### config.mk
export PLATFORM = sky130hd
export DESIGN_NAME = escaped_frame_receiver_xor_check
export DESIGN_NICKNAME = d
export VERILOG_FILES = /design/src/efrxc_pkg.sv /design/src/escaped_frame_receiver_xor_check.sv /design/src/efrxc_front.sv /design/src/efrxc_queue.sv /design/src/efrxc_back.sv
export SDC_FILE = /design/constraint.sdc
export NUM_CORES = 1
export LEC_CHECK = 0
export ABC_AREA = 1
export BUFFER_PORTS_ARGS = -buffer_cell sky130_fd_sc_hd__buf_2
export CAP_MARGIN = 20
export CORE_AREA = 2 2 194 120
export DETAILED_ROUTE_END_ITERATION = 6
export DIE_AREA = 0 0 196 122
export PLACE_DENSITY = 0.66
export SYNTH_ARGS = -nofsm -noshare
export SYNTH_HDL_FRONTEND = slang
export SYNTH_HIERARCHICAL = 1
export SYNTH_SLANG_ARGS = --single-unit
### constraint.sdc
create_clock -name clock -period 7.45 [get_ports clock]
set_clock_uncertainty 0.2 [all_clocks]
set_input_delay 1.1175 -clock clock [delete_from_list [all_inputs] [get_ports clock]]
set_output_delay 1.1175 -clock clock [all_outputs]
set_load 0.005 [all_outputs]
### src/efrxc_pkg.sv
// ----------------------------------------------------------------------------
// Escaped frame receiver package
// Shared types, constants and helper functions for the frame receiver.
// ----------------------------------------------------------------------------
package efrxc_pkg;

   localparam int MAX_FRAME   = 256;
   localparam int COUNT_W     = 9;
   localparam int QUEUE_DEPTH = 4;
   localparam int QPTR_W      = 2;
   localparam int QCNT_W      = 3;

   localparam logic [7:0] MARK_OPEN  = 8'h01;
   localparam logic [7:0] MARK_ESC   = 8'h02;
   localparam logic [7:0] MARK_CLOSE = 8'h03;
   localparam logic [7:0] ESC_MASK   = 8'h10;

   localparam logic [15:0] TYPE_PRIO_A = 16'h004d;
   localparam logic [15:0] TYPE_PRIO_B = 16'h8043;
   localparam logic [15:0] TYPE_PRIO_C = 16'h8045;
   localparam logic [15:0] TYPE_DROP_A = 16'h8011;
   localparam logic [15:0] TYPE_DROP_B = 16'h8012;

   localparam logic KIND_DATA   = 1'b0;
   localparam logic KIND_REPORT = 1'b1;

   localparam logic [1:0] STATUS_OK       = 2'd0;
   localparam logic [1:0] STATUS_SHORT    = 2'd1;
   localparam logic [1:0] STATUS_CHECK    = 2'd2;
   localparam logic [1:0] STATUS_OVERFLOW = 2'd3;

   localparam logic [1:0] ROUTE_NORMAL   = 2'd0;
   localparam logic [1:0] ROUTE_PRIORITY = 2'd1;
   localparam logic [1:0] ROUTE_DROPPED  = 2'd2;

   typedef struct packed {
      logic [7:0] rx_byte;
      logic       chunk_end;
   } req_type;

   typedef struct packed {
      logic        kind;
      logic [7:0]  data_byte;
      logic [7:0]  byte_index;
      logic [15:0] msg_type;
      logic [15:0] payload_len;
      logic [8:0]  frame_len;
      logic [1:0]  status;
      logic [1:0]  route;
   } rsp_type;

   typedef enum logic [1:0] {
      OP_NONE,
      OP_OPEN,
      OP_CLOSE,
      OP_DATA
   } cmd_op_type;

   typedef struct packed {
      cmd_op_type op;
      logic [7:0] data;
      logic       last;
   } cmd_type;

   typedef struct packed {
      logic empty;
      logic full;
   } queue_status_type;

   function automatic logic [1:0] route_of(input logic [15:0] t);
      logic [1:0] r;
      r = ROUTE_NORMAL;
      if (t == TYPE_PRIO_A || t == TYPE_PRIO_B || t == TYPE_PRIO_C) begin
         r = ROUTE_PRIORITY;
      end else if (t == TYPE_DROP_A || t == TYPE_DROP_B) begin
         r = ROUTE_DROPPED;
      end
      return r;
   endfunction

endpackage

### src/escaped_frame_receiver_xor_check.sv
// ----------------------------------------------------------------------------
// Escaped frame receiver with XOR checksum check
// Decodes escaped serial frames and reports each data byte and frame result.
//
//   Channel  Ports                            Beat
//   req      req_valid, req_stall, req_payload  one raw byte, chunk end flag
//   rsp      rsp_valid, rsp_stall, rsp_payload  one data byte or frame report
//
// One byte is accepted every cycle while the four-entry command queue has room.
// Each byte is registered in a queue entry, and its result in the back end result register.
// The front end reaches the back end only through the queue, so a stalled
// result fills the queue before req_stall rises.
// Synchronous reset clears the control state; queue entries and the result payload are not reset.
// ----------------------------------------------------------------------------
module escaped_frame_receiver_xor_check import efrxc_pkg::*; (
   input  logic    clock,
   input  logic    reset,
   input  logic    req_valid,
   output logic    req_stall,
   input  req_type req_payload,
   output logic    rsp_valid,
   input  logic    rsp_stall,
   output rsp_type rsp_payload
);

   queue_status_type q_status;
   logic             push, pop;
   cmd_type          push_cmd, head_cmd;

   efrxc_front u_front (
      .clock       (clock),
      .reset       (reset),
      .req_valid   (req_valid),
      .req_stall   (req_stall),
      .req_payload (req_payload),
      .q_status    (q_status),
      .push        (push),
      .push_cmd    (push_cmd)
   );

   efrxc_queue u_queue (
      .clock    (clock),
      .reset    (reset),
      .push     (push),
      .push_cmd (push_cmd),
      .pop      (pop),
      .head_cmd (head_cmd),
      .q_status (q_status)
   );

   efrxc_back u_back (
      .clock       (clock),
      .reset       (reset),
      .q_status    (q_status),
      .head_cmd    (head_cmd),
      .pop         (pop),
      .rsp_valid   (rsp_valid),
      .rsp_stall   (rsp_stall),
      .rsp_payload (rsp_payload)
   );

endmodule

### src/efrxc_front.sv
// ----------------------------------------------------------------------------
// Frame receiver front end
// Accepts raw bytes, removes escapes and classifies each beat as a command.
// ----------------------------------------------------------------------------
module efrxc_front import efrxc_pkg::*; (
   input  logic             clock,
   input  logic             reset,
   input  logic             req_valid,
   output logic             req_stall,
   input  req_type          req_payload,
   input  queue_status_type q_status,
   output logic             push,
   output cmd_type          push_cmd
);

   logic escape_ff, escape_in;
   logic in_frame_ff, in_frame_in;
   logic accept;

   assign req_stall = q_status.full;
   assign accept    = req_valid && !req_stall;
   assign push      = accept;

   always_comb begin
      escape_in     = escape_ff;
      in_frame_in   = in_frame_ff;
      push_cmd.op   = OP_NONE;
      push_cmd.data = req_payload.rx_byte;
      push_cmd.last = req_payload.chunk_end;
      if (req_payload.rx_byte == MARK_OPEN) begin
         push_cmd.op = OP_OPEN;
         in_frame_in = 1'b1;
      end else if (req_payload.rx_byte == MARK_CLOSE) begin
         if (in_frame_ff) begin
            push_cmd.op = OP_CLOSE;
         end
         in_frame_in = 1'b0;
      end else if (req_payload.rx_byte == MARK_ESC) begin
         escape_in = 1'b1;
      end else begin
         escape_in = 1'b0;
         if (escape_ff) begin
            push_cmd.data = req_payload.rx_byte ^ ESC_MASK;
         end
         if (in_frame_ff) begin
            push_cmd.op = OP_DATA;
         end
      end
      if (req_payload.chunk_end) begin
         escape_in   = 1'b0;
         in_frame_in = 1'b0;
      end
   end

   always_ff @(posedge clock) begin
      if (reset) begin
         escape_ff   <= 1'b0;
         in_frame_ff <= 1'b0;
      end else if (accept) begin
         escape_ff   <= escape_in;
         in_frame_ff <= in_frame_in;
      end
   end

endmodule

### src/efrxc_queue.sv
// ----------------------------------------------------------------------------
// Frame receiver command queue
// Short first-in first-out queue between the front end and the back end.
// ----------------------------------------------------------------------------
module efrxc_queue import efrxc_pkg::*; (
   input  logic             clock,
   input  logic             reset,
   input  logic             push,
   input  cmd_type          push_cmd,
   input  logic             pop,
   output cmd_type          head_cmd,
   output queue_status_type q_status
);

   cmd_type           entry_ff [QUEUE_DEPTH];
   logic [QPTR_W-1:0] wr_ptr_ff, wr_ptr_in;
   logic [QPTR_W-1:0] rd_ptr_ff, rd_ptr_in;
   logic [QCNT_W-1:0] count_ff, count_in;
   logic              do_push, do_pop;

   assign q_status.empty = (count_ff == QCNT_W'(0));
   assign q_status.full  = (count_ff == QCNT_W'(QUEUE_DEPTH));
   assign head_cmd       = entry_ff[rd_ptr_ff];
   assign do_push        = push && !q_status.full;
   assign do_pop         = pop && !q_status.empty;

   always_comb begin
      wr_ptr_in = do_push ? wr_ptr_ff + QPTR_W'(1) : wr_ptr_ff;
      rd_ptr_in = do_pop ? rd_ptr_ff + QPTR_W'(1) : rd_ptr_ff;
      count_in  = count_ff;
      if (do_push && !do_pop) begin
         count_in = count_ff + QCNT_W'(1);
      end else if (do_pop && !do_push) begin
         count_in = count_ff - QCNT_W'(1);
      end
   end

   always_ff @(posedge clock) begin
      if (reset) begin
         wr_ptr_ff <= '0;
         rd_ptr_ff <= '0;
         count_ff  <= '0;
      end else begin
         wr_ptr_ff <= wr_ptr_in;
         rd_ptr_ff <= rd_ptr_in;
         count_ff  <= count_in;
      end
   end

   always_ff @(posedge clock) begin
      if (do_push) begin
         entry_ff[wr_ptr_ff] <= push_cmd;
      end
   end

endmodule

### src/efrxc_back.sv
// ----------------------------------------------------------------------------
// Frame receiver back end
// Tracks frame header and checksum state and drives the result register.
// ----------------------------------------------------------------------------
module efrxc_back import efrxc_pkg::*; (
   input  logic             clock,
   input  logic             reset,
   input  queue_status_type q_status,
   input  cmd_type          head_cmd,
   output logic             pop,
   output logic             rsp_valid,
   input  logic             rsp_stall,
   output rsp_type          rsp_payload
);

   logic [COUNT_W-1:0] count_ff, count_in;
   logic [7:0]         xor_ff, xor_in;
   logic [15:0]        type_ff, type_in;
   logic [15:0]        length_ff, length_in;
   logic [7:0]         check_ff, check_in;
   logic               overflow_ff, overflow_in;
   logic               rsp_valid_ff, rsp_valid_in;
   rsp_type            rsp_ff, rsp_in;
   logic [16:0]        need_len;
   logic [15:0]        payload_pos;
   logic [1:0]         status;

   assign pop         = !q_status.empty && (!rsp_valid_ff || !rsp_stall);
   assign rsp_valid   = rsp_valid_ff;
   assign rsp_payload = rsp_ff;
   assign need_len    = 17'(length_ff) + 17'd5;
   assign payload_pos = 16'(count_ff) - 16'd5;

   always_comb begin
      if (count_ff < COUNT_W'(6)) begin
         status = STATUS_SHORT;
      end else if (overflow_ff || need_len > 17'(count_ff)) begin
         status = STATUS_OVERFLOW;
      end else if (check_ff != xor_ff) begin
         status = STATUS_CHECK;
      end else begin
         status = STATUS_OK;
      end
   end

   always_comb begin
      count_in     = count_ff;
      xor_in       = xor_ff;
      type_in      = type_ff;
      length_in    = length_ff;
      check_in     = check_ff;
      overflow_in  = overflow_ff;
      rsp_valid_in = rsp_valid_ff && rsp_stall;
      rsp_in       = rsp_ff;
      if (pop) begin
         unique case (head_cmd.op)
            OP_OPEN, OP_CLOSE: begin
               if (head_cmd.op == OP_CLOSE) begin
                  rsp_valid_in       = 1'b1;
                  rsp_in.kind        = KIND_REPORT;
                  rsp_in.data_byte   = '0;
                  rsp_in.byte_index  = '0;
                  rsp_in.msg_type    = type_ff;
                  rsp_in.payload_len = length_ff;
                  rsp_in.frame_len   = count_ff;
                  rsp_in.status      = status;
                  rsp_in.route       = route_of(type_ff);
               end
               count_in    = '0;
               xor_in      = '0;
               type_in     = '0;
               length_in   = '0;
               check_in    = '0;
               overflow_in = 1'b0;
            end
            OP_DATA: begin
               if (count_ff >= COUNT_W'(MAX_FRAME)) begin
                  overflow_in = 1'b1;
               end else begin
                  rsp_valid_in       = 1'b1;
                  rsp_in             = '0;
                  rsp_in.kind        = KIND_DATA;
                  rsp_in.data_byte   = head_cmd.data;
                  rsp_in.byte_index  = count_ff[7:0];
                  count_in           = count_ff + COUNT_W'(1);
                  if (count_ff == COUNT_W'(0)) begin
                     type_in[15:8] = head_cmd.data;
                     xor_in        = xor_ff ^ head_cmd.data;
                  end else if (count_ff == COUNT_W'(1)) begin
                     type_in[7:0] = head_cmd.data;
                     xor_in       = xor_ff ^ head_cmd.data;
                  end else if (count_ff == COUNT_W'(2)) begin
                     length_in[15:8] = head_cmd.data;
                     xor_in          = xor_ff ^ head_cmd.data;
                  end else if (count_ff == COUNT_W'(3)) begin
                     length_in[7:0] = head_cmd.data;
                     xor_in         = xor_ff ^ head_cmd.data;
                  end else if (count_ff == COUNT_W'(4)) begin
                     check_in = head_cmd.data;
                  end else if (payload_pos < length_ff) begin
                     xor_in = xor_ff ^ head_cmd.data;
                  end
               end
            end
            default: begin
            end
         endcase
         if (head_cmd.last) begin
            count_in    = '0;
            xor_in      = '0;
            type_in     = '0;
            length_in   = '0;
            check_in    = '0;
            overflow_in = 1'b0;
         end
      end
   end

   always_ff @(posedge clock) begin
      if (reset) begin
         count_ff     <= '0;
         xor_ff       <= '0;
         type_ff      <= '0;
         length_ff    <= '0;
         check_ff     <= '0;
         overflow_ff  <= 1'b0;
         rsp_valid_ff <= 1'b0;
      end else begin
         count_ff     <= count_in;
         xor_ff       <= xor_in;
         type_ff      <= type_in;
         length_ff    <= length_in;
         check_ff     <= check_in;
         overflow_ff  <= overflow_in;
         rsp_valid_ff <= rsp_valid_in;
      end
   end

   always_ff @(posedge clock) begin
      rsp_ff <= rsp_in;
   end

endmodule

==> results of run 1 <==
==> power by group through the flow <==
| stage | registers [uW] | logic [uW] | clock network (uW) |
|---|---|---|---|
| finish | 1590 | 1540 | 922 |
| global placement | 1610 | 1490 | 0 |
| floorplan | 1620 | 1070 | 0 |
| global route | 1630 | 1740 | 986 |
| detailed placement | 1610 | 1530 | 0 |
| CTS | 1590 | 1540 | 941 |
==> path summary, 6_finish.rpt <==
| path | start | slack (ns) | end | cells after the start |
|---|---|---|---|---|
| hold reg to reg | u_back/check_ff[1] | 0.28 | u_back/check_ff[1] | 2 |
| setup reg to reg | flop | 3.06 | u_back/rsp_payload[24] | 9 |
| setup / recovery | flop | 3.06 | u_back/rsp_payload[24] | 9 |
| hold / removal | u_back/check_ff[1] | 0.28 | u_back/check_ff[1] | 2 |
==> cell usage in the layout (no fill, tap or decap), drive strengths merged, types with 2 or more instances in the layout <==
| master | synthesis | final |
|---|---|---|
| nor2 | 137 | 137 |
| inv | 128 | 135 |
| nand2 | 134 | 134 |
| edfxtp | 106 | 106 |
| buf | 26 | 83 |
| a21oi | 76 | 76 |
| dfxtp | 70 | 70 |
| o21ai | 70 | 70 |
| nand3 | 53 | 53 |
| ha | 34 | 34 |
| xor2 | 21 | 21 |
| clkbuf | 11 | 18 |
| o22ai | 12 | 12 |
| nor3 | 11 | 11 |
| a211oi | 9 | 9 |
| or2 | 8 | 8 |
| clkinv | 2 | 8 |
| nand4 | 6 | 6 |
| nor4 | 5 | 5 |
| a21o | 2 | 2 |
| nand3b | 2 | 2 |
| o21bai | 2 | 2 |
| a31oi | 2 | 2 |
==> through the flow <==
step / instances / worst slack [ns] / total power (uW)
after detailed placement: 1272 / 3.03 / 3140
after CTS: 1304 / 2.99 / 4070
after global placement: 1272 / 3.12 / 3110
after floorplan: 937 / 0.620 / 2680
final: 1307 / 3.06 / 4050
after global routing: 1307 / 2.67 / 4350
==> cells in the mapped netlist, types with 7 or more instances <==
library cell | instances | area, sq um
a21oi_1 | 66 | 330
buf_4 | 17 | 128
nor2_1 | 121 | 454
edfxtp_1 | 106 | 3180
o21ai_0 | 45 | 225
nand2_2 | 15 | 93.8
nand2_4 | 7 | 78.8
inv_1 | 114 | 428
nand2_1 | 111 | 417
nor3_1 | 9 | 45.0
o21ai_1 | 24 | 120
clkbuf_1 | 11 | 41.3
nor2_4 | 7 | 78.8
o22ai_1 | 12 | 75.1
a211oi_1 | 9 | 67.6
buf_2 | 7 | 35.0
or2_2 | 8 | 50.1
a21oi_2 | 9 | 78.8
ha_1 | 34 | 425
inv_2 | 13 | 48.8
xor2_1 | 21 | 184
nand3_1 | 47 | 235
dfxtp_1 | 70 | 1400
==> sequential cells by signal, indices dropped and copies added, names as in the netlist, 2 cells and up, named ones only <==
register,flops
u_back/check_ff,8
u_back/count_ff,9
u_back/length_ff,16
u_back/rsp_payload,62
u_back/type_ff,16
u_back/xor_ff,8
u_queue/count_ff,3
u_queue/entry_ff,44
u_queue/rd_ptr_ff,2
u_queue/wr_ptr_ff,2
==> layout make-up <==
type                       instances  area share
tap                              292      0.0367
timing repair buffer              83      0.0442
sequential                       176       0.461
clock inverter                    14      0.0190
multi-input combinational        594       0.346
clock buffer                      18      0.0441
inverter                         130      0.0493
==> per-layer routing <==
layer,track usage,vias up
met4,0.0445,0
li1,-,3252
met3,0.0479,15
met2,0.236,172
met1,0.269,2994
met5,0,-
==> critical path: cells and delay by family (launching register included) <==
family	cells	cell delay, ns
AND/OR/NAND/NOR	1	0.14
buffers and inverters	4	1.62
AO/OA/AOI/OAI	3	1.02
adder cells (fa/ha/maj)	1	0.20
flip-flops	1	0.79
==> cell families after synthesis <==
| logic type | Yosys count |
|---|---|
| buffers and inverters | 167 |
| DFF | 176 |
| adders and majority gates | 35 |
| and+or+nand+nor | 358 |
| xor gates and xnor gates | 22 |
| AOI/OAI and AO/OA | 179 |
==> impl_metrics.py, run 1 <==
metrics = {
    "worst_setup_path": {
        "critPathSlowestCell": "dfxtp_1",
        "critical_path_class": "reg2reg",
        "crit_arrival_ns": 4.25,
        "crit_chain": "inv_2 -> o21ai_1 -> o22ai_1 -> ha_2 -> buf_4 -> inv_2 -> nand2_1 -> a211oi_4 -> buf_4",
        "slowest_delay_ns": 0.79,
        "endpoint_kind": "flop",
        "cp-start-kind": "flop",
        "cp_max_fo": 62,
        "crit_required_ns": 7.31,
    },
    "sta": {
        "tightest_slew_ns": 1.11,
        "finalCritPeriodShare": 0.590,
        "min_period_ns": 4.39,
        "rsz0062_at_grt": "no",
        "max_freq_mhz": 228,
        "setup_tns_ns": 0,
        "hold_viol": 0,
        "whs_ns": 0.280,
        "setup_viol": 0,
        "finalMaxSlewViolations": 0,
        "max-slew-margin-rel": 0.260,
    },
    "layout": {
        "drive_gt1_frac": 0.197,
        "fin_util": 0.445,
        "layout.nets": 1050,
        "area_growth_pct": 14.3,
        "stdcell_area_sq_mm": 0.00995,
        "fillCellCount": 2126,
        "n_antenna_cell": 0,
        "multi_input_area_sq_mm": 0.00345,
        "regArea_sq_mm": 0.00458,
    },
    "synth": {
        "synthesis.nets": 985,
        "synthAdderAreaFrac": 0.0511,
        "synth_edf_count": 106,
        "async_flop_share": 0,
        "synth_compound_area_frac": 0.118,
        "ys_types": 52,
        "synth-xor-area-share": 0.0221,
        "yosysWarnings": 6,
        "synth_area_sq_mm": 0.00871,
        "synth.mux.area_fraction": 0,
        "ys.flop_type": "edfxtp_1",
        "syn_inst": 937,
        "ys_seq_elements": 176,
        "synthSimpleGateAreaFrac": 0.202,
        "synth_top_family_by_area": "simple AND/OR/NAND/NOR gates",
        "ys_seq_area_frac": 0.526,
        "synth_area_per_cell_sq_um": 9.30,
    },
    "clock_network": {
        "cts_tree": "done",
        "htree_num_levels": 4,
        "cts_root_buf": "clkbuf_16",
        "clk_pin_slew_ns": 0.08,
        "clockBufferDepth": 2,
        "clock_sinks": 176,
        "cts_resized": 0,
        "numCtsBuffers": 17,
        "hold_buffers": 0,
        "clk-insertion-delay-late_ns": 0.44,
        "cts_setup_buffers": 0,
    },
    "power_and_ir_drop": {
        "peakVddDrop_uv": 203,
        "p_int_uw": 2410,
        "pwr_density_cell_mw_per_mm2": 407,
        "p_leak_uw": 0.00415,
        "power_frac_clock": 0.228,
        "power_frac_seq": 0.393,
        "switching_share": 0.406,
        "combPwrFrac": 0.379,
        "power_switching_uw": 1640,
    },
    "placed_design": {
        "gp_congestion": 0.907,
        "detailed_place.area_sq_mm": 0.00930,
        "hpwlAfterDp_um": 14700,
        "port-buffer-count": 76,
    },
    "hold_path": {
        "min_path_type": "reg2reg",
    },
    "global_route": {
        "grt.overflow.total": 0,
        "grt_pass1_vias": 5944,
        "grt_usage": 0.175,
        "antenna_found_initial": 0,
        "grt_max_degree": 63,
        "grt_pass1_wl_um": 32100,
    },
    "floorplanning": {
        "io_pins": 77,
        "dieArea_sq_mm": 0.0239,
        "initial_core_util": 0.389,
        "coreArea_sq_mm": 0.0224,
        "die_h_um": 122,
        "fp-row-count": 43,
        "chipWidth_um": 196,
    },
    "detailed_routing": {
        "vias_per_cell": 4.92,
        "wl_per_cell_um": 15.4,
        "routed-via-count": 6433,
        "wl_met2_um": 7870,
        "dr.pass1.iters": 5,
        "top_layer_used": "met4",
        "wl_um": 20100,
        "drt_iter0_drc": 544,
        "drt-met1-wl_um": 10700,
        "drc_errors": 0,
        "wl_met3_um": 1340,
        "drtAntennaViolNets": 0,
    },
    "status": {
        "outcome": "completed",
    },
    "run": {
        "drv_cap": 0,
    },
}
Power figures use the tool's default switching activity.
==> inputs of run 2 (changes only) <==
- PLACE_DENSITY: 0.66 -> 0.68
- clock period: 7.45 -> 4 ns (I/O delays scaled with it)
==> run 2 against run 1 <==
Clock power up 75%. Combinational power up 92%. Wire length up 0.76%. Global-route usage up 0.31 points. First-iteration DRC count up 19%. Sequential share of layout area up 0.16 points. Fmax up 24%. Total power up 85%.
==> impl_metrics.py, run 2 (synthesized netlist as in run 1, its figures left out) <==
metrics = {
    "worst_setup_path": {
        "crit_arrival_ns": 3.67,
        "crit_required_ns": 4.12,
        "path_common_cell": "inv_2",
        "slowest_delay_ns": 0.59,
        "critPathSlowestCell": "ha_2",
        "crit_chain": "inv_1 -> o21ai_1 -> o22ai_1 -> ha_2 -> inv_2 -> nor2_8 -> inv_2 -> o21ai_4 -> a31oi_2 -> buf_4 -> inv_2 -> a21oi_4 -> o21ai_0 -> a21oi_1",
        "cp-start-kind": "flop",
        "critical_path_class": "reg2reg",
        "ff2ff_path_depth": 14,
        "endpoint_kind": "flop",
        "cp_max_fo": 29,
    },
    "sta": {
        "max_freq_mhz": 282,
        "finalCritPeriodShare": 0.886,
        "setup_tns_ns": 0,
        "max-slew-margin-rel": 0.350,
        "setup_viol": 0,
        "finalMaxSlewViolations": 0,
        "tightest_slew_ns": 0.971,
        "min_period_ns": 3.54,
        "rsz0062_at_grt": "no",
        "hold_viol": 0,
    },
    "layout": {
        "layout_commonest_cell": "nor2_1",
        "stdcell_area_sq_mm": 0.00992,
        "layout.nets": 1053,
        "n_antenna_cell": 0,
        "drive_gt1_frac": 0.199,
        "largest_reg_flops": 62,
        "finalNonFillerCells": 1310,
        "fin_util": 0.443,
        "layout_common_cells": "nor2_1, inv_1, nand2_1, edfxtp_1, buf_2",
        "area_growth_pct": 13.9,
    },
    "detailed_routing": {
        "dr.pass1.iters": 6,
        "vias_per_cell": 4.93,
        "drc_errors": 0,
        "wl_um": 20300,
        "drtAntennaViolNets": 0,
        "drt_iter0_drc": 645,
        "wl_per_cell_um": 15.5,
        "routed-via-count": 6460,
    },
    "placed_design": {
        "detailed_place.area_sq_mm": 0.00935,
        "gp_congestion": 0.873,
        "hpwlAfterDp_um": 14600,
        "placed_cells": 1277,
        "port-buffer-count": 76,
    },
    "power_and_ir_drop": {
        "switching_share": 0.409,
        "power_frac_seq": 0.390,
        "p_int_uw": 4430,
        "pwr_density_cell_mw_per_mm2": 755,
        "total_power_uw": 7490,
        "power_switching_uw": 3060,
        "peakVddDrop_uv": 514,
        "combPwrFrac": 0.395,
        "power_frac_clock": 0.215,
        "p_leak_uw": 0.00414,
    },
    "clock_network": {
        "hold_buffers": 0,
        "clk_pin_slew_ns": 0.08,
        "cts_setup_buffers": 0,
        "clockBufferDepth": 2,
        "clk-insertion-delay-late_ns": 0.45,
        "cts_tree": "done",
        "clock_sinks": 176,
        "numCtsBuffers": 17,
        "htree_num_levels": 4,
        "cts_resized": 0,
        "cts_root_buf": "clkbuf_16",
    },
    "global_route": {
        "antenna_found_initial": 0,
        "grt_max_degree": 63,
        "grt_usage": 0.178,
        "grt_pass1_wl_um": 32700,
        "grt.overflow.total": 0,
        "grt_pass1_vias": 6111,
    },
    "floorplanning": {
        "initial_core_util": 0.389,
        "coreArea_sq_mm": 0.0224,
        "io_pins": 77,
        "die_h_um": 122,
        "dieArea_sq_mm": 0.0239,
        "fp-row-count": 43,
        "chipWidth_um": 196,
    },
    "run": {
        "drv_cap": 0,
    },
    "status": {
        "outcome": "completed",
    },
    "hold_path": {
        "hp-start": "req_payload[8]",
        "hold_depth": 1,
        "min_path_type": "in2reg",
    },
}
run 2: cell count changes in the layout (fill, tap and decap cells not counted), sizes merged:
| cell | delta |
|---|---|
| buf | +3 |
| bufinv | -1 |
| clkbuf | -1 |
| clkinv | +1 |
| inv | +1 |
run 2: stage by stage:
step,setup slack (ns),hold slack (ns)
4_1_cts,0.480,0.183
2_1_floorplan,0.00920,0.225
3_5_place_dp,0.522,0.268
3_3_place_gp,0.679,0.259
6_report,0.455,0.193
5_1_grt,0.0886,0.186
run 2: per-layer routing:
metal / GRT usage / share of wire / vias up / wire, um
li1: - / - / 3258 / -
met1: 0.274 / 0.54 / 2985 / 10900
met2: 0.240 / 0.39 / 194 / 7870
met3: 0.0424 / 0.062 / 23 / 1250
met4: 0.0587 / 0.014 / 0 / 276
met5: 0 / 0 / - / 0
run 2: power groups by stage:
stage / clock (uW) / sequential (uW) / combinational (uW)
2_1_floorplan: 0 / 2950 / 2020
3_3_place_gp: 0 / 2960 / 2860
3_5_place_dp: 0 / 2960 / 2930
4_1_cts: 1630 / 2930 / 2950
5_1_grt: 1720 / 2980 / 3340
6_report: 1610 / 2930 / 2960
run 2: final cells by class:
cell class                 instances  area, sq um
sequential                       176         4580
multi-input combinational        594         3450
timing repair buffer              86          468
fill                            2148        12500
tap                              292          365
inverter                         130          490
clock buffer                      17          425
clock inverter                    15          141
run 2: worst max-delay path, delay by kind of cell (launching register included):
family,cells,cell delay [ns]
fa+ha+maj,1,0.59
buf+inv,5,0.99
simple gates,1,0.22
flops,1,0.43
compound gates,7,0.98
run 2: path summary, 6_finish.rpt:
check	slack [ns]	endpoint
setup / recovery	0.46	u_back/length_ff[10]
hold / removal	0.19	u_queue/entry_ff[1][8]
setup reg to reg	0.46	u_back/length_ff[10]
hold reg to reg	0.28	u_front/in_frame_ff
